===== src/rtl/itrp_pkg.sv =====
`default_nettype none
package itrp_pkg;

  // layer windows are powers of two, set by their address widths
  localparam int TEXT_AW = 11;
  localparam int BACK_AW = 13;
  localparam int FORE_AW = 12;

  localparam int TEXT_WORDS = 1 << TEXT_AW;
  localparam int BACK_WORDS = 1 << BACK_AW;
  localparam int FORE_WORDS = 1 << FORE_AW;

  // background pointer covers one bank
  localparam int BPTR_W = BACK_AW - 1;

  localparam int MAX_AW = (TEXT_AW > BACK_AW) ?
                          ((TEXT_AW > FORE_AW) ? TEXT_AW : FORE_AW) :
                          ((BACK_AW > FORE_AW) ? BACK_AW : FORE_AW);

  localparam int WORD_W = 16;
  localparam int BYTE_W = 8;

  localparam int QUEUE_DEPTH = 2;
  localparam int QPTR_W      = (QUEUE_DEPTH > 1) ? $clog2(QUEUE_DEPTH) : 1;
  localparam int QCNT_W      = $clog2(QUEUE_DEPTH + 1);

  localparam logic [1:0] REQ_SET_PTR   = 2'd0;
  localparam logic [1:0] REQ_READ      = 2'd1;
  localparam logic [1:0] REQ_WRITE     = 2'd2;
  localparam logic [1:0] REQ_READ_TPTR = 2'd3;

  localparam logic [1:0] LAYER_TEXT = 2'd0;
  localparam logic [1:0] LAYER_BACK = 2'd1;
  localparam logic [1:0] LAYER_FORE = 2'd2;
  localparam logic [1:0] LAYER_NONE = 2'd3;

  localparam logic [1:0] LANE_WORD = 2'd0;
  localparam logic [1:0] LANE_LOW  = 2'd1;
  localparam logic [1:0] LANE_HIGH = 2'd2;
  localparam logic [1:0] LANE_NONE = 2'd3;

  typedef enum logic [1:0] {
    OP_IMM,
    OP_READ,
    OP_WRITE
  } op_t;

  typedef enum logic {
    B_IDLE,
    B_DATA
  } back_state_t;

  typedef struct packed {
    op_t                op;
    logic [1:0]         layer;
    logic [1:0]         lane;
    logic [MAX_AW-1:0]  addr;
    logic [WORD_W-1:0]  data;
  } entry_t;

endpackage
`default_nettype wire


===== src/rtl/itrp_queue.sv =====
`default_nettype none
module itrp_queue (
  input  wire logic             clk,
  input  wire logic             rst,
  input  wire logic             push,
  input  wire itrp_pkg::entry_t push_entry,
  input  wire logic             pop,
  output itrp_pkg::entry_t      head,
  output logic                  full,
  output logic                  empty
);

  itrp_pkg::entry_t                  slots [itrp_pkg::QUEUE_DEPTH];
  logic [itrp_pkg::QPTR_W-1:0]       wr_ptr;
  logic [itrp_pkg::QPTR_W-1:0]       rd_ptr;
  logic [itrp_pkg::QCNT_W-1:0]       count;

  assign full  = (count == itrp_pkg::QCNT_W'(itrp_pkg::QUEUE_DEPTH));
  assign empty = (count == '0);
  assign head  = slots[rd_ptr];

  always_ff @(posedge clk) begin
    if (push) begin
      slots[wr_ptr] <= push_entry;
    end
  end

  always_ff @(posedge clk) begin
    if (rst) begin
      wr_ptr <= '0;
      rd_ptr <= '0;
      count  <= '0;
    end else begin
      if (push) begin
        wr_ptr <= (wr_ptr == itrp_pkg::QPTR_W'(itrp_pkg::QUEUE_DEPTH - 1)) ? '0 : wr_ptr + 1'b1;
      end
      if (pop) begin
        rd_ptr <= (rd_ptr == itrp_pkg::QPTR_W'(itrp_pkg::QUEUE_DEPTH - 1)) ? '0 : rd_ptr + 1'b1;
      end
      case ({push, pop})
        2'b10:   count <= count + 1'b1;
        2'b01:   count <= count - 1'b1;
        default: count <= count;
      endcase
    end
  end

endmodule
`default_nettype wire


===== config.mk =====
export PLATFORM = sky130hd
export DESIGN_NAME = itrp_queue
export DESIGN_NICKNAME = d
export VERILOG_FILES = /design/src/rtl/itrp_pkg.sv /design/src/rtl/itrp_queue.sv
export SDC_FILE = /design/constraint.sdc
export NUM_CORES = 1
export LEC_CHECK = 0
export BUFFER_PORTS_ARGS = -buffer_cell sky130_fd_sc_hd__buf_2
export CAP_MARGIN = 10
export CORE_MARGIN = 8
export CORE_UTILIZATION = 46
export CTS_CLUSTER_DIAMETER = 120
export DETAILED_ROUTE_END_ITERATION = 10
export PLACE_DENSITY = 0.75
export SETUP_SLACK_MARGIN = 0.02
export SYNTH_ARGS = -nofsm -noshare
export SYNTH_HDL_FRONTEND = slang
export SYNTH_SLANG_ARGS = --single-unit
export TNS_END_PERCENT = 100

===== constraint.sdc =====
create_clock -name clk -period 2.2 [get_ports clk]
set_input_delay 0.22 -clock clk [delete_from_list [all_inputs] [get_ports clk]]
set_output_delay 0.22 -clock clk [all_outputs]
set_load 0.05 [all_outputs]

# Yosys cells after proc, flatten, opt, wreduce, memory -nomap -nowiden
# Memories as Yosys holds them, arrays and structs flattened. A register that Yosys moved wholly into a read port is not among the register bits.
# Cells that the tools add are included.
dict set report word_totals {
  ramBits 70
  mem_count 1
  register_bits 4
  output_inout_bits 37
  in_bits 39
  word_cells 20
}
# name words width read_ports rd_clocked_by_memory_dff wr line
set memory_table {}
lappend memory_table {slots 2 35 1 1 1 itrp_queue.sv:13} ;# itrp_pkg::entry_t slots [itrp_pkg::QUEUE_DEPTH];
dict set report op_classes {
  n_mux 7
  n_eq_ne 3
  add_sub_neg 4
  reduce_logical 2
}
# operator n
set op_table {}
lappend op_table {{2-to-1 mux 1 bit} 6}
lappend op_table {{equality test 2 bit (second input constant)} 2}
lappend op_table {{case mux 2 bit (2 select lines)} 1}
lappend op_table {{adder 1 bit (second input constant)} 2}
lappend op_table {{adder 2 x 1 -> 2 bit (second input constant)} 1}
lappend op_table {{equality test 2 x 1 -> 1 bit (second input constant)} 1}
lappend op_table {{logical NOT 2 bit} 1}
lappend op_table {{nonzero test 2 bit} 1}
lappend op_table {{subtractor 2 x 1 -> 2 bit (second input constant)} 1}

# Logic depth before layout (Yosys ltp)
dict set report depth {
  word_depth 4
  mapped_depth 5
  depth_no_buf 5
}

# Least setup slack after synthesis
# OpenSTA, ideal clock, no wires.
dict set report synth_timing {
  kind {register to register}
  startpoint {register wr_ptr}
  endpoint {memory slots[0][0] (netlist bit), enable pin}
  arrival_time_ps 1808
  path_stages_with_launch 2
  synth_period_minus_slack_ps 2236
  path_slack_ps -36
  setup_time_ps 428
  required_time_ps 1772
  path_buffers 0
  cell_sequence {dfxtp_1 nor2_1}
}
# element line
set synth_lines {}
lappend synth_lines {{start: declaration} itrp_queue.sv:14} ;# logic [itrp_pkg::QPTR_W-1:0] wr_ptr;
lappend synth_lines {{start signal: assignment} itrp_queue.sv:35} ;# wr_ptr <= (wr_ptr == itrp_pkg::QPTR_W'(itrp_pkg::QUEUE_DEPTH - 1)) ? '0 : wr_ptr + 1'b1;
lappend synth_lines {{end: declaration} itrp_queue.sv:13}
# Straight into the memory's write port.

==> impl_metrics.prom <==
# TYPE chip_impl_metric gauge
chip_impl_info{name="run_status",value="completed"} 1
chip_impl_metric{name="comb_power_share",unit=""} 0.170
chip_impl_metric{name="finish.utilization",unit=""} 0.5985
chip_impl_metric{name="io_buffers",unit=""} 75
chip_impl_metric{name="reg_area",unit="mm^2"} 0.002202
chip_impl_info{name="timing.hold.worst.class",value="in2reg"} 1
chip_impl_metric{name="ctsHtreeMaxLevel",unit=""} 3
chip_impl_metric{name="tightestPinTransition",unit="ps"} 521.4
chip_impl_metric{name="post_cts.repair.setup_buffers",unit=""} 0
chip_impl_metric{name="maximum_clock_frequency",unit="MHz"} 551.8
chip_impl_metric{name="syn2layout_area_growth",unit="%"} 27.91
chip_impl_info{name="worst_r2r_startpoint",value="wr_ptr"} 1
chip_impl_metric{name="finalMaxSlewViolations",unit=""} 0
chip_impl_metric{name="clock_tree.buffer_depth",unit=""} 2
chip_impl_metric{name="dp.final_hpwl",unit="mm"} 3.417
chip_impl_metric{name="post_cts_resize_count",unit=""} 0
chip_impl_metric{name="power_leakage",unit="nW"} 1.323
chip_impl_metric{name="post_synth_fa_ha_maj_area_fraction",unit=""} 0.004598
chip_impl_metric{name="hold_path_depth",unit=""} 1
chip_impl_metric{name="share_seq_of_total_power",unit=""} 0.482
chip_impl_metric{name="core_footprint",unit="mm^2"} 0.005816
chip_impl_metric{name="grt_overflow_total",unit=""} 0
chip_impl_info{name="rsz0062_at_grt",value="no"} 1
chip_impl_metric{name="intPower",unit="W"} 0.002598
chip_impl_metric{name="final-hold-violation-count",unit=""} 0
chip_impl_metric{name="route.detailed.drc",unit=""} 0
chip_impl_metric{name="power.density",unit="mW/mm^2"} 1004
chip_impl_metric{name="worst_r2r_path_depth",unit=""} 2
chip_impl_metric{name="switching_share",unit=""} 0.2562
chip_impl_info{name="standard_cell_with_the_maximum_stage_delay_on_the_critical_path",value="mux2_2"} 1
chip_impl_metric{name="gp_routability_congestion",unit=""} 0.6710
chip_impl_metric{name="timing.critical_path.fanout_max",unit=""} 25
chip_impl_metric{name="cts_hold_buffers",unit=""} 0
chip_impl_metric{name="cts_sinks",unit=""} 75
chip_impl_metric{name="grt_pass1_wl",unit="mm"} 7.403
chip_impl_info{name="crit_path_end_kind",value="output port"} 1
chip_impl_metric{name="synth_xor_xnor_area_share",unit=""} 0.01287
chip_impl_metric{name="fp.dieH",unit="um"} 92.92
chip_impl_metric{name="antenna_left",unit=""} 0
chip_impl_metric{name="starting_utilization_of_the_core_area",unit=""} 0.4679
chip_impl_metric{name="clock_latency",unit="ps"} 330
chip_impl_metric{name="first_global_vias",unit=""} 1523
chip_impl_metric{name="die_x",unit="um"} 92.92
chip_impl_metric{name="drt_wl_total",unit="mm"} 4.773
chip_impl_metric{name="routed_wire_length_per_instance",unit="um"} 16.07
chip_impl_metric{name="synth_edf_count",unit=""} 70
chip_impl_metric{name="cts_made_buffers",unit=""} 9
chip_impl_metric{name="design.final.nets",unit=""} 257
chip_impl_metric{name="synthDistinctLibCells",unit=""} 14
chip_impl_metric{name="synth_simple_gate_area_share",unit=""} 0.01609
chip_impl_metric{name="yosysWarningCount",unit=""} 0
chip_impl_metric{name="drtPass1Iterations",unit=""} 4
chip_impl_metric{name="final.setup.worst_slack",unit="ps"} 387.9
chip_impl_metric{name="syn-mean-instance-area",unit="um^2"} 20.77
chip_impl_metric{name="synth-async-reset-ratio",unit=""} 0
chip_impl_metric{name="vias",unit=""} 1415
chip_impl_metric{name="clock_share_of_power",unit=""} 0.348
chip_impl_metric{name="cap_violations",unit=""} 0
chip_impl_metric{name="avgViaCountPerCell",unit=""} 4.764
chip_impl_metric{name="timing.max_slew.rel_slack",unit=""} 0.6516
chip_impl_info{name="min-delay-start",value="push_entry[25]"} 1
chip_impl_metric{name="final.hold.worst_slack",unit="ps"} 74.61
chip_impl_info{name="synth_top_cells_by_count",value="edfxtp_1 (70), mux2_2 (35), nor2_1 (6)"} 1
chip_impl_info{name="cp-start-kind",value="flop"} 1
chip_impl_metric{name="synth-seq-area-share",unit=""} 0.8092
chip_impl_metric{name="pin_count",unit=""} 76
chip_impl_metric{name="preCtsSetupSlack",unit="ps"} 735.9
chip_impl_metric{name="synth.cell_area",unit="mm^2"} 0.002721
chip_impl_metric{name="grt_start_max_net_pins",unit=""} 26
chip_impl_metric{name="period_minus_slack",unit="ps"} 1812
chip_impl_info{name="largest_family_of_logic_cells_by_synthesized_area",value="multiplexers"} 1
chip_impl_metric{name="syn-instance-count",unit=""} 131
chip_impl_info{name="tritoncts_clock_tree",value="built"} 1
chip_impl_info{name="timing.rr.end",value="slots[1][5]"} 1
chip_impl_metric{name="stage_delay_of_the_slowest_cell_on_the_critical_path",unit="ps"} 390
chip_impl_info{name="path_cells",value="buf_4 -> mux2_2 -> buf_2"} 1
chip_impl_metric{name="antenna_cells_inserted",unit=""} 0
chip_impl_metric{name="total_switching_power",unit="W"} 0.0008950
chip_impl_metric{name="drt_iter0_drc",unit=""} 32
chip_impl_metric{name="cp_data_arrival_time",unit="ps"} 1590
chip_impl_metric{name="groute.usage.overall",unit=""} 0.1131
chip_impl_info{name="synth_most_common_cell",value="edfxtp_1"} 1
chip_impl_metric{name="fin_setup_tns",unit="ps"} 0
chip_impl_metric{name="timing.final.crit_share",unit=""} 0.8237
chip_impl_info{name="yosys_most_used_dff",value="edfxtp_1"} 1
chip_impl_metric{name="num_rows",unit=""} 28
chip_impl_metric{name="syn_nets",unit=""} 171
chip_impl_metric{name="worst_setup_hold_path_clk_slew",unit="ps"} 70
chip_impl_metric{name="final-setup-viol-count",unit=""} 0
chip_impl_metric{name="multi_input_area",unit="um^2"} 504.2
chip_impl_metric{name="dpl_cell_area",unit="mm^2"} 0.003234
chip_impl_metric{name="finish.instance_area",unit="mm^2"} 0.003481
chip_impl_metric{name="complex_gate_fraction_of_the_synthesized_area",unit=""} 0.003678
chip_impl_metric{name="synth_top_cell_area_share",unit=""} 0.7724
chip_impl_metric{name="required",unit="ps"} 1980
chip_impl_metric{name="r2r_slack",unit="ps"} 810
chip_impl_metric{name="fp.dieArea",unit="mm^2"} 0.008633
chip_impl_metric{name="skew",unit="ps"} 5.596
chip_impl_info{name="synthTopCellsByArea",value="edfxtp_1 (77%), mux2_2 (14%), dfxtp_1 (3.7%)"} 1
chip_impl_info{name="holdPathEnd",value="slots[0][25]"} 1
chip_impl_metric{name="synth.ff_latch_count",unit=""} 75
chip_impl_metric{name="antenna_violations_before_repair",unit=""} 1
chip_impl_metric{name="drive_above_1_share",unit=""} 0.5991
chip_impl_info{name="synth.largest_area_cell",value="edfxtp_1"} 1
chip_impl_metric{name="vdd_ir_drop_max",unit="mV"} 0.6069
chip_impl_info{name="criticalPathCategory",value="reg2out"} 1
chip_impl_metric{name="nFillCells",unit=""} 462
chip_impl_info{name="root_buffer",value="clkbuf_8"} 1
chip_impl_metric{name="muxShareOfSynthArea",unit=""} 0.1448
[metal layers]
metal | GRT usage | vias up | part of all wire
li1 | - | 674 | -
met1 | 0.1169 | 684 | 0.38
met2 | 0.1899 | 44 | 0.52
met3 | 0.04693 | 11 | 0.078
met4 | 0.06443 | 2 | 0.017
met5 | 0 | - | 0.0023
[worst max path at each step]
stage	to	cells past startpoint	slack (ps)
after floorplan	slots[0][0]	1	540
after global placement	head[23]	3	730
after detailed placement	head[23]	3	740
after CTS	head[2]	3	360
after global routing	head[2]	3	300
final	head[7]	3	390
[area by class of cell]
class                      instances  area share
tap                               75     0.02696
clock inverter                     3     0.01941
timing repair buffer              79      0.1237
clock buffer                      13     0.05140
sequential                        75      0.6326
inverter                           1    0.001078
multi-input combinational         51      0.1449
[kinds of logic (layout without fill, tap and decap cells)]
| family | after synthesis | count (layout) |
|---|---|---|
| simple gates | 9 | 9 |
| mux | 35 | 35 |
| flops | 75 | 75 |
| compound gates | 2 | 2 |
| xor+xnor | 4 | 4 |
| buf+inv | 5 | 96 |
| fa+ha+maj | 1 | 1 |
[critical path: cells and delay by family, from the launching register on]
family / cells / cell delay, ps
buf+inv: 2 / 520
flops: 1 / 330
mux: 1 / 390
[power groups by stage]
stage / combinational (W) / sequential, W / clock [W]
global placement: 0.000600 / 0.00171 / 0
finish: 0.000595 / 0.00168 / 0.00121
CTS: 0.000606 / 0.00169 / 0.00125
floorplan: 0.000444 / 0.00171 / 0
global route: 0.000628 / 0.00169 / 0.00130
detailed placement: 0.000604 / 0.00172 / 0
[cells in the final DEF, fill, tap and decap left out, types with 2 or more instances in the layout]
cell / Yosys / layout
mux2_2: 35 / 35
buf_4: 0 / 2
dfxtp_1: 5 / 5
xnor2_1: 3 / 3
bufinv_16: 0 / 2
nor2_1: 6 / 5
clkbuf_8: 0 / 13
buf_2: 4 / 75
edfxtp_1: 70 / 70
buf_12: 0 / 2
[sequential cells by signal (all words and copies together) (netlist names), named ones only]
signal	flops
wr_ptr	1
count	2
slots	70
rd_ptr	1
[per-stage QoR]
step | power, W | std cells
final | 0.003493 | 297
after global routing | 0.003618 | 297
after CTS | 0.003537 | 297
after detailed placement | 0.002320 | 281
after global placement | 0.002312 | 281
after floorplan | 0.002153 | 131
No activity file was read; power rests on OpenSTA's default activity.
