### src/rtl/itrp_pkg.sv
`default_nettype none
package itrp_pkg;

  // layer windows are powers of two, set by their address widths
  localparam int TEXT_AW = 11;
  localparam int BACK_AW = 13;
  localparam int FORE_AW = 12;

  localparam int TEXT_WORDS = 1 << TEXT_AW;
  localparam int BACK_WORDS = 1 << BACK_AW;
  localparam int FORE_WORDS = 1 << FORE_AW;

  // background pointer covers one bank
  localparam int BPTR_W = BACK_AW - 1;

  localparam int MAX_AW = (TEXT_AW > BACK_AW) ?
                          ((TEXT_AW > FORE_AW) ? TEXT_AW : FORE_AW) :
                          ((BACK_AW > FORE_AW) ? BACK_AW : FORE_AW);

  localparam int WORD_W = 16;
  localparam int BYTE_W = 8;

  localparam int QUEUE_DEPTH = 2;
  localparam int QPTR_W      = (QUEUE_DEPTH > 1) ? $clog2(QUEUE_DEPTH) : 1;
  localparam int QCNT_W      = $clog2(QUEUE_DEPTH + 1);

  localparam logic [1:0] REQ_SET_PTR   = 2'd0;
  localparam logic [1:0] REQ_READ      = 2'd1;
  localparam logic [1:0] REQ_WRITE     = 2'd2;
  localparam logic [1:0] REQ_READ_TPTR = 2'd3;

  localparam logic [1:0] LAYER_TEXT = 2'd0;
  localparam logic [1:0] LAYER_BACK = 2'd1;
  localparam logic [1:0] LAYER_FORE = 2'd2;
  localparam logic [1:0] LAYER_NONE = 2'd3;

  localparam logic [1:0] LANE_WORD = 2'd0;
  localparam logic [1:0] LANE_LOW  = 2'd1;
  localparam logic [1:0] LANE_HIGH = 2'd2;
  localparam logic [1:0] LANE_NONE = 2'd3;

  typedef enum logic [1:0] {
    OP_IMM,
    OP_READ,
    OP_WRITE
  } op_t;

  typedef enum logic {
    B_IDLE,
    B_DATA
  } back_state_t;

  typedef struct packed {
    op_t                op;
    logic [1:0]         layer;
    logic [1:0]         lane;
    logic [MAX_AW-1:0]  addr;
    logic [WORD_W-1:0]  data;
  } entry_t;

endpackage
`default_nettype wire

### src/rtl/itrp_req_if.sv
`default_nettype none
interface itrp_req_if;
  logic        valid;
  logic        ready;
  logic [1:0]  req_type;
  logic [1:0]  layer;
  logic [1:0]  lane;
  logic [15:0] data;

  modport source (output valid, req_type, layer, lane, data, input ready);
  modport sink   (input valid, req_type, layer, lane, data, output ready);
endinterface
`default_nettype wire

### src/rtl/itrp_cfg_if.sv
`default_nettype none
interface itrp_cfg_if;
  logic valid;
  logic ready;
  logic data;

  modport source (output valid, data, input ready);
  modport sink   (input valid, data, output ready);
endinterface
`default_nettype wire

### src/rtl/itrp_front.sv
`default_nettype none
module itrp_front (
  input  wire logic         clk,
  input  wire logic         rst,
  itrp_req_if.sink          req,
  itrp_cfg_if.sink          cfg,
  input  wire logic         clearing,
  input  wire logic         q_full,
  output logic              push,
  output itrp_pkg::entry_t  push_entry
);

  logic [itrp_pkg::TEXT_AW-1:0] text_ptr;
  logic [itrp_pkg::BPTR_W-1:0]  back_ptr;
  logic [itrp_pkg::FORE_AW-1:0] fore_ptr;
  logic [itrp_pkg::WORD_W-1:0]  text_latch;
  logic [itrp_pkg::WORD_W-1:0]  back_latch;
  logic [itrp_pkg::WORD_W-1:0]  fore_latch;
  logic                         bg_bank;

  logic [itrp_pkg::WORD_W-1:0]  latch_cur;
  logic [itrp_pkg::WORD_W-1:0]  latch_next;
  logic [itrp_pkg::WORD_W-1:0]  ptr_src;
  logic                         set_ptr;

  assign req.ready = !clearing && !q_full;
  assign push      = req.valid && req.ready;
  assign cfg.ready = 1'b1;
  assign set_ptr   = push && (req.req_type == itrp_pkg::REQ_SET_PTR) &&
                     (req.layer != itrp_pkg::LAYER_NONE);

  // byte assembly for pointer writes
  always_comb begin
    case (req.layer)
      itrp_pkg::LAYER_TEXT: latch_cur = text_latch;
      itrp_pkg::LAYER_BACK: latch_cur = back_latch;
      itrp_pkg::LAYER_FORE: latch_cur = fore_latch;
      default:              latch_cur = '0;
    endcase
    case (req.lane)
      itrp_pkg::LANE_LOW:  latch_next = {latch_cur[15:8], req.data[7:0]};
      itrp_pkg::LANE_HIGH: latch_next = {req.data[7:0], latch_cur[7:0]};
      default:             latch_next = latch_cur;
    endcase
    ptr_src = (req.lane == itrp_pkg::LANE_WORD) ? req.data : latch_next;
  end

  // classify into a queue entry, addresses resolved against current pointers
  always_comb begin
    push_entry       = '0;
    push_entry.op    = itrp_pkg::OP_IMM;
    push_entry.layer = req.layer;
    push_entry.lane  = req.lane;
    push_entry.data  = req.data;
    case (req.req_type)
      itrp_pkg::REQ_READ_TPTR: begin
        push_entry.data = itrp_pkg::WORD_W'(text_ptr);
      end
      itrp_pkg::REQ_SET_PTR: begin
        push_entry.data = '0;
      end
      default: begin
        if (req.layer == itrp_pkg::LAYER_NONE || req.lane == itrp_pkg::LANE_NONE) begin
          push_entry.data = '0;
        end else begin
          push_entry.op = (req.req_type == itrp_pkg::REQ_READ) ? itrp_pkg::OP_READ
                                                                : itrp_pkg::OP_WRITE;
          case (req.layer)
            itrp_pkg::LAYER_TEXT: push_entry.addr = itrp_pkg::MAX_AW'(text_ptr);
            itrp_pkg::LAYER_BACK: push_entry.addr = itrp_pkg::MAX_AW'({bg_bank, back_ptr});
            default:              push_entry.addr = itrp_pkg::MAX_AW'(fore_ptr);
          endcase
        end
      end
    endcase
  end

  always_ff @(posedge clk) begin
    if (rst) begin
      text_ptr   <= '0;
      back_ptr   <= '0;
      fore_ptr   <= '0;
      text_latch <= '0;
      back_latch <= '0;
      fore_latch <= '0;
      bg_bank    <= 1'b0;
    end else begin
      if (cfg.valid && cfg.ready) begin
        bg_bank <= cfg.data;
      end
      if (set_ptr) begin
        case (req.layer)
          itrp_pkg::LAYER_TEXT: begin
            text_ptr <= ptr_src[itrp_pkg::TEXT_AW-1:0];
            if (req.lane != itrp_pkg::LANE_WORD) begin
              text_latch <= latch_next;
            end
          end
          itrp_pkg::LAYER_BACK: begin
            back_ptr <= ptr_src[itrp_pkg::BPTR_W-1:0];
            if (req.lane != itrp_pkg::LANE_WORD) begin
              back_latch <= latch_next;
            end
          end
          default: begin
            fore_ptr <= ptr_src[itrp_pkg::FORE_AW-1:0];
            if (req.lane != itrp_pkg::LANE_WORD) begin
              fore_latch <= latch_next;
            end
          end
        endcase
      end
    end
  end

endmodule
`default_nettype wire

### src/flat_wrapper.sv
// flat-port wrapper written by rule: the top's interface ports become plain ports
module itrp_front_flat 
  (clk, rst, clearing, q_full, push, push_entry, req_valid, req_req_type, req_layer, req_lane, req_data, req_ready, cfg_valid, cfg_data, cfg_ready);
  itrp_req_if req_i ();
  itrp_cfg_if cfg_i ();
  input  wire logic clk;
  input  wire logic rst;
  input  wire logic clearing;
  input  wire logic q_full;
  output logic push;
  output itrp_pkg::entry_t push_entry;
  input wire logic [$bits(req_i.valid)-1:0] req_valid;
  input wire logic [$bits(req_i.req_type)-1:0] req_req_type;
  input wire logic [$bits(req_i.layer)-1:0] req_layer;
  input wire logic [$bits(req_i.lane)-1:0] req_lane;
  input wire logic [$bits(req_i.data)-1:0] req_data;
  output wire logic [$bits(req_i.ready)-1:0] req_ready;
  input wire logic [$bits(cfg_i.valid)-1:0] cfg_valid;
  input wire logic [$bits(cfg_i.data)-1:0] cfg_data;
  output wire logic [$bits(cfg_i.ready)-1:0] cfg_ready;
  assign req_i.valid = req_valid;
  assign req_i.req_type = req_req_type;
  assign req_i.layer = req_layer;
  assign req_i.lane = req_lane;
  assign req_i.data = req_data;
  assign req_ready = req_i.ready;
  assign cfg_i.valid = cfg_valid;
  assign cfg_i.data = cfg_data;
  assign cfg_ready = cfg_i.ready;
  itrp_front u_core (.clk(clk), .rst(rst), .req(req_i), .cfg(cfg_i), .clearing(clearing), .q_full(q_full), .push(push), .push_entry(push_entry));
endmodule
### config.mk
export PLATFORM = sky130hd
export DESIGN_NAME = itrp_front_flat
export DESIGN_NICKNAME = d
export VERILOG_FILES = /design/src/rtl/itrp_pkg.sv /design/src/rtl/itrp_req_if.sv /design/src/rtl/itrp_cfg_if.sv /design/src/rtl/itrp_front.sv /design/src/flat_wrapper.sv
export SDC_FILE = /design/constraint.sdc
export NUM_CORES = 1
export LEC_CHECK = 0
export ABC_AREA = 1
export BUFFER_PORTS_ARGS = -buffer_cell sky130_fd_sc_hd__buf_2
export CAP_MARGIN = 20
export CORE_MARGIN = 5
export CORE_UTILIZATION = 55
export DETAILED_ROUTE_END_ITERATION = 12
export PLACE_DENSITY = 0.8
export SYNTH_ARGS = -nofsm -noshare
export SYNTH_HDL_FRONTEND = slang
export SYNTH_SLANG_ARGS = --single-unit
export TNS_END_PERCENT = 50
### constraint.sdc
create_clock -name clk -period 1.65 [get_ports clk]
set_input_delay 0.0825 -clock clk [delete_from_list [all_inputs] [get_ports clk]]
set_output_delay 0.0825 -clock clk [all_outputs]
set_load 0.01 [all_outputs]
# ---- Word-level counts from Yosys, hierarchy flattened
# Index checks and enable logic that the tools add are counted.
dict set report word_totals {
  wordCells 47
  inputBits 29
  ff_bits 84
  output_inout_bits 38
}
dict set report op_classes {
  n_mux 11
  bitwise 1
  n_reduce_logical 19
  n_eq_ne 9
}
# op n
set op_table {}
lappend op_table {{$pmux W16 S2} 2}
lappend op_table {{$pmux W16 S3} 1}
lappend op_table {{$mux W13} 2}
lappend op_table {{$pmux W13 S2} 1}
lappend op_table {{$mux W16} 1}
lappend op_table {{$mux W12} 1}
lappend op_table {{$eq A2 B2 Y1 const B} 5}
lappend op_table {{$reduce_and A3 Y1} 3}
lappend op_table {{$eq A2 B1 Y1 const B} 3}
lappend op_table {{$logic_not A2 Y1} 3}
lappend op_table {{$mux W2} 3}
lappend op_table {{$reduce_and A2 Y1} 3}
lappend op_table {{$logic_and A1 B1 Y1} 4}
lappend op_table {{$reduce_or A2 Y1} 2}
lappend op_table {{$logic_not A1 Y1} 2}
lappend op_table {{$ne A2 B2 Y1 const B} 1}
lappend op_table {{$reduce_bool A2 Y1} 1}
lappend op_table {{$logic_or A1 B1 Y1} 1}
lappend op_table {{$not A1 Y1} 1}

# ---- Logic depth before layout (Yosys ltp)
dict set report depth {
  word_depth 6
  ltp_mapped 9
  mapped_depth_nobuf 8
}

# ---- Worst setup path before layout
# No wires, ideal clock.
dict set report synth_timing {
  kind {input-to-reg}
  from {input port req_lane[0]}
  to {register u_core.back_ptr[0] (netlist name)}
  setup_time_ns 0.070
  path_slack_ns 0.476
  arrival_ns 1.104
  stages 7
  path_cell_list {inv_1 -> ha_1 -> a21oi_2 -> nand2_1 -> nand3_1 -> nand2_1 -> a21oi_1}
}
dict set report synth_between {
  elab_chain_cells 3
  word_cells_on_any_way 5
  cone_classes {2 x eq/ne; 2 x mux; 1 x reduce/logical}
}
# item line_no
set synth_rtl {}
lappend synth_rtl {{from (decl)} flat_wrapper.sv:15} ;# input wire logic [$bits(req_i.lane)-1:0] req_lane;
lappend synth_rtl {{$eq A2 B2 Y1 / $eq A2 B1 Y1 (equally long branches)} itrp_front.sv:40} ;# case (req.lane)
lappend synth_rtl {{$pmux W16 S2} itrp_front.sv:40}
lappend synth_rtl {{$mux W12 (*)} itrp_front.sv:45} ;# ptr_src = (req.lane == itrp_pkg::LANE_WORD) ? req.data : latch_next;
lappend synth_rtl {{to (signal assigned)} itrp_front.sv:100} ;# back_ptr <= ptr_src[itrp_pkg::BPTR_W-1:0];
lappend synth_rtl {{to (decl)} itrp_front.sv:14} ;# logic [itrp_pkg::BPTR_W-1:0] back_ptr;
# Every way passes the cells marked *; elsewhere a longest branch is shown, timed or not.
# A chain may end at the register's enable or synchronous reset.

==> results by group <==
Run status
  – Outcome: finished, final reports clean

Routing
  – DRT Pass-1 Iters: 6
  – DRC violations left: 0
  – Via/cell ratio: 5.70
  – Post-route antenna net violation count: 0
  – Iter 0 DRT Violations: 412
  – Vias post-DR: 4065
  – WL/cell: 15.3 µm
  – Total wire length: 10900 µm

Floorplanning
  – Die Area: 8610 µm²
  – # rows: 30
  – Initial Util: 56.1%
  – Chip width: 92.8 µm
  – I/O pins: 67
  – Chip height: 92.8 µm
  – Core area: 6720 µm²

Synthesis
  – Mean Syn Cell Area: 6.64 µm²
  – Most common cell in the netlist: nand2_1
  – Synth unique cells: 24
  – Mapped Cells: 567
  – Synth Flop Type: dfxtp_1
  – Mapped Nets: 603
  – Asr flop ratio synth: 0%
  – Synth top area share: 38.3%
  – EDFF count, synth: 0
  – Register bit total from synthesis: 72
  – Yosys warning total: 0
  – Top cells by area, synth: dfxtp_1 (38%), nand2_1 (18%), a21oi_1 (9.8%), nand3_1 (8.2%), o21ai_0 (5.4%)
  – Synth top cells by count: nand2_1 (185), a21oi_1 (74), dfxtp_1 (72)
  – Synthesized cell area: 3770 µm²
  – Post-synthesis sequential area ratio: 38.3%
  – Post-synth top area cell: dfxtp_1

Clock tree
  – Num CTS Buffers: 9
  – Clock-pin transition on the worst setup and hold timing paths: 0.08 ns
  – CTS H-tree depth: 3
  – CTS max path bufs: 2
  – Post-CTS setup repair buffer count: 0
  – TritonCTS clock tree: yes
  – Root buf cell: clkbuf_8
  – Clock sinks: 72
  – Worst-skew pair later-pin latency: 0.36 ns
  – Post-cts resize count: 0

Placement
  – Port Buffer Count: 65
  – Post-DP Area: 4140 µm²
  – RD Place Congestion: 0.883
  – DP HPWL: 7470 µm

Pwr
  – PD cells: 888 nW/µm²
  – Leak: 0.00209 µW
  – Worst VDD drop: 0.468 mV

GRT
  – Largest net degree at the start of global routing: 37
  – Gr usage total: 25.5%
  – Global route overflow: 0
  – Vias in the first global route: 3758
  – First-pass GRT wire length: 17600 µm
  – Antenna violations before repair: 0

Timing
  – Clock skew: 0.0120 ns
  – RSZ-0062 raised after global routing: no
  – Final min period: 1.50 ns
  – Final setup violation count: 0
  – Setup_tns: 0 ns
  – Final hold violation count: 0
  – Fmax: 0.666 GHz
  – Final period util: 91.0%
  – Final slew viol count: 0

Cells and area
  – Area added between synthesis and finish: 16.9%
  – Share of layout cells above drive strength 1: 18.5%
  – ANT cells: 0
  – Nets: 664
  – Fin area: 4400 µm²
  – Fin util: 65.5%

Flow run
  – # Max-Cap Violations: 0

Critical path
  – Worst Path Required: 1.57 ns
  – CP max stage cell: o21ai_0
  – CP peak stage delay: 0.27 ns
  – Cell mode on critical path: buf_2
  – Critical path class: in -> out
  – Critical Path AT: 1.42 ns
  – CP Capture Type: output port
  – Worst Setup Start Kind: input port
  – Critical-path cell list: buf_2, nand2_2, inv_1, nor2_1, nand2_1, buf_4, o21ai_0, buf_2
  – Maximum fanout along the worst path: 10

Hold path
  – HP Class: in -> reg
final timing paths:
| check | start | endpoint | slack (ns) | depth (start not counted) |
|---|---|---|---|---|
| worst max-delay path | req_layer[0] | push_entry[1] | 0.15 | 8 |
| worst min-delay path | req_data[11] | u_core.fore_ptr[11]$_SDFFE_PP0P_ | 0.13 | 5 |
| worst max register to register | u_core.bg_bank$_SDFFE_PP0P_ | u_core.bg_bank$_SDFFE_PP0P_ | 0.48 | 3 |
| worst min register to register | u_core.fore_latch[9]$_SDFFE_PP0P_ | u_core.fore_latch[9]$_SDFFE_PP0P_ | 0.47 | 2 |
critical path, delay by kind of cell:
kind	cells	cell delay, ns
compound gates	1	0.27
simple gates	3	0.39
buf+inv	4	0.67
per-layer routing:
metal	global-route usage (%)	part of all wire, %
met1	33.0	43
met2	40.9	46
met3	3.74	9.0
met4	13.6	2.7
met5	0	0
power by group:
group / internal (µW) / switching, µW / total [µW]
registers: 1740 / 4.17 / 1750
logic: 138 / 298 / 436
clock network: 1050 / 678 / 1720
what timing repair did:
item | 4_1_cts | 5_1_grt
hold buffers | 2 | 0
endpoints found under the hold margin | 1 | 0
endpoints found under the setup margin | 0 | 0
logic make-up (layout without fill, tap and decap cells):
group	Yosys count	in the layout	share of synthesized area, %
flip-flops	72	72	38.3
adder cells (fa/ha/maj)	7	7	2.32
buffers and inverters	92	158	11.0
AND/OR/NAND/NOR	267	267	30.6
other	1	1	0.0995
AO/OA/AOI/OAI	128	128	17.7
registers in the layout (all words and copies together) (netlist names):
| register | flops |
|---|---|
| u_core.text_ptr | 11 |
| u_core.back_ptr | 12 |
| u_core.text_latch | 12 |
| u_core.back_latch | 12 |
| u_core.bg_bank | 1 |
| u_core.fore_latch | 12 |
| u_core.fore_ptr | 12 |
metrics by stage:
stage | hold WS, ns | total power (µW) | setup slack [ns] | cells
after floorplan | 0.177 | 2050 | 0.476 | 567
after global placement | 0.275 | 2210 | 0.0677 | 695
after detailed placement | 0.284 | 2210 | 0.0408 | 695
after CTS | 0.118 | 3920 | 0.162 | 713
after global routing | 0.153 | 4030 | 0.0444 | 713
final | 0.128 | 3910 | 0.149 | 713
cell type report:
type                            count  area [µm²]
Multi-Input combinational cell    403        1910
Sequential cell                    72        1440
Tap cell                           80         100
Clock inverter                      5         104
Clock buffer                       11         141
Inverter                           54         203
Fill cell                         615        2320
Timing Repair Buffer               88         503
layout by cell type (no fill, tap or decap):
| master | instances |
|---|---|
| a21oi_1 | 74 |
| a21oi_2 | 1 |
| buf_2 | 65 |
| buf_4 | 21 |
| bufinv_16 | 3 |
| clkbuf_1 | 1 |
| clkbuf_8 | 10 |
| clkinv_2 | 1 |
| clkinv_4 | 1 |
| conb_1 | 1 |
| dfxtp_1 | 72 |
| dlygate4sd3_1 | 2 |
| ha_1 | 7 |
| inv_1 | 49 |
| inv_2 | 5 |
| nand2_1 | 185 |
| nand2_2 | 4 |
| nand3_1 | 62 |
| nand4_4 | 1 |
| nor2_1 | 9 |
| nor2_2 | 1 |
| nor2_4 | 3 |
| nor2_8 | 1 |
| nor3b_1 | 1 |
| o211ai_1 | 6 |
| o21ai_0 | 41 |
| o22ai_1 | 6 |
No activity file was read; power rests on OpenSTA's default activity.
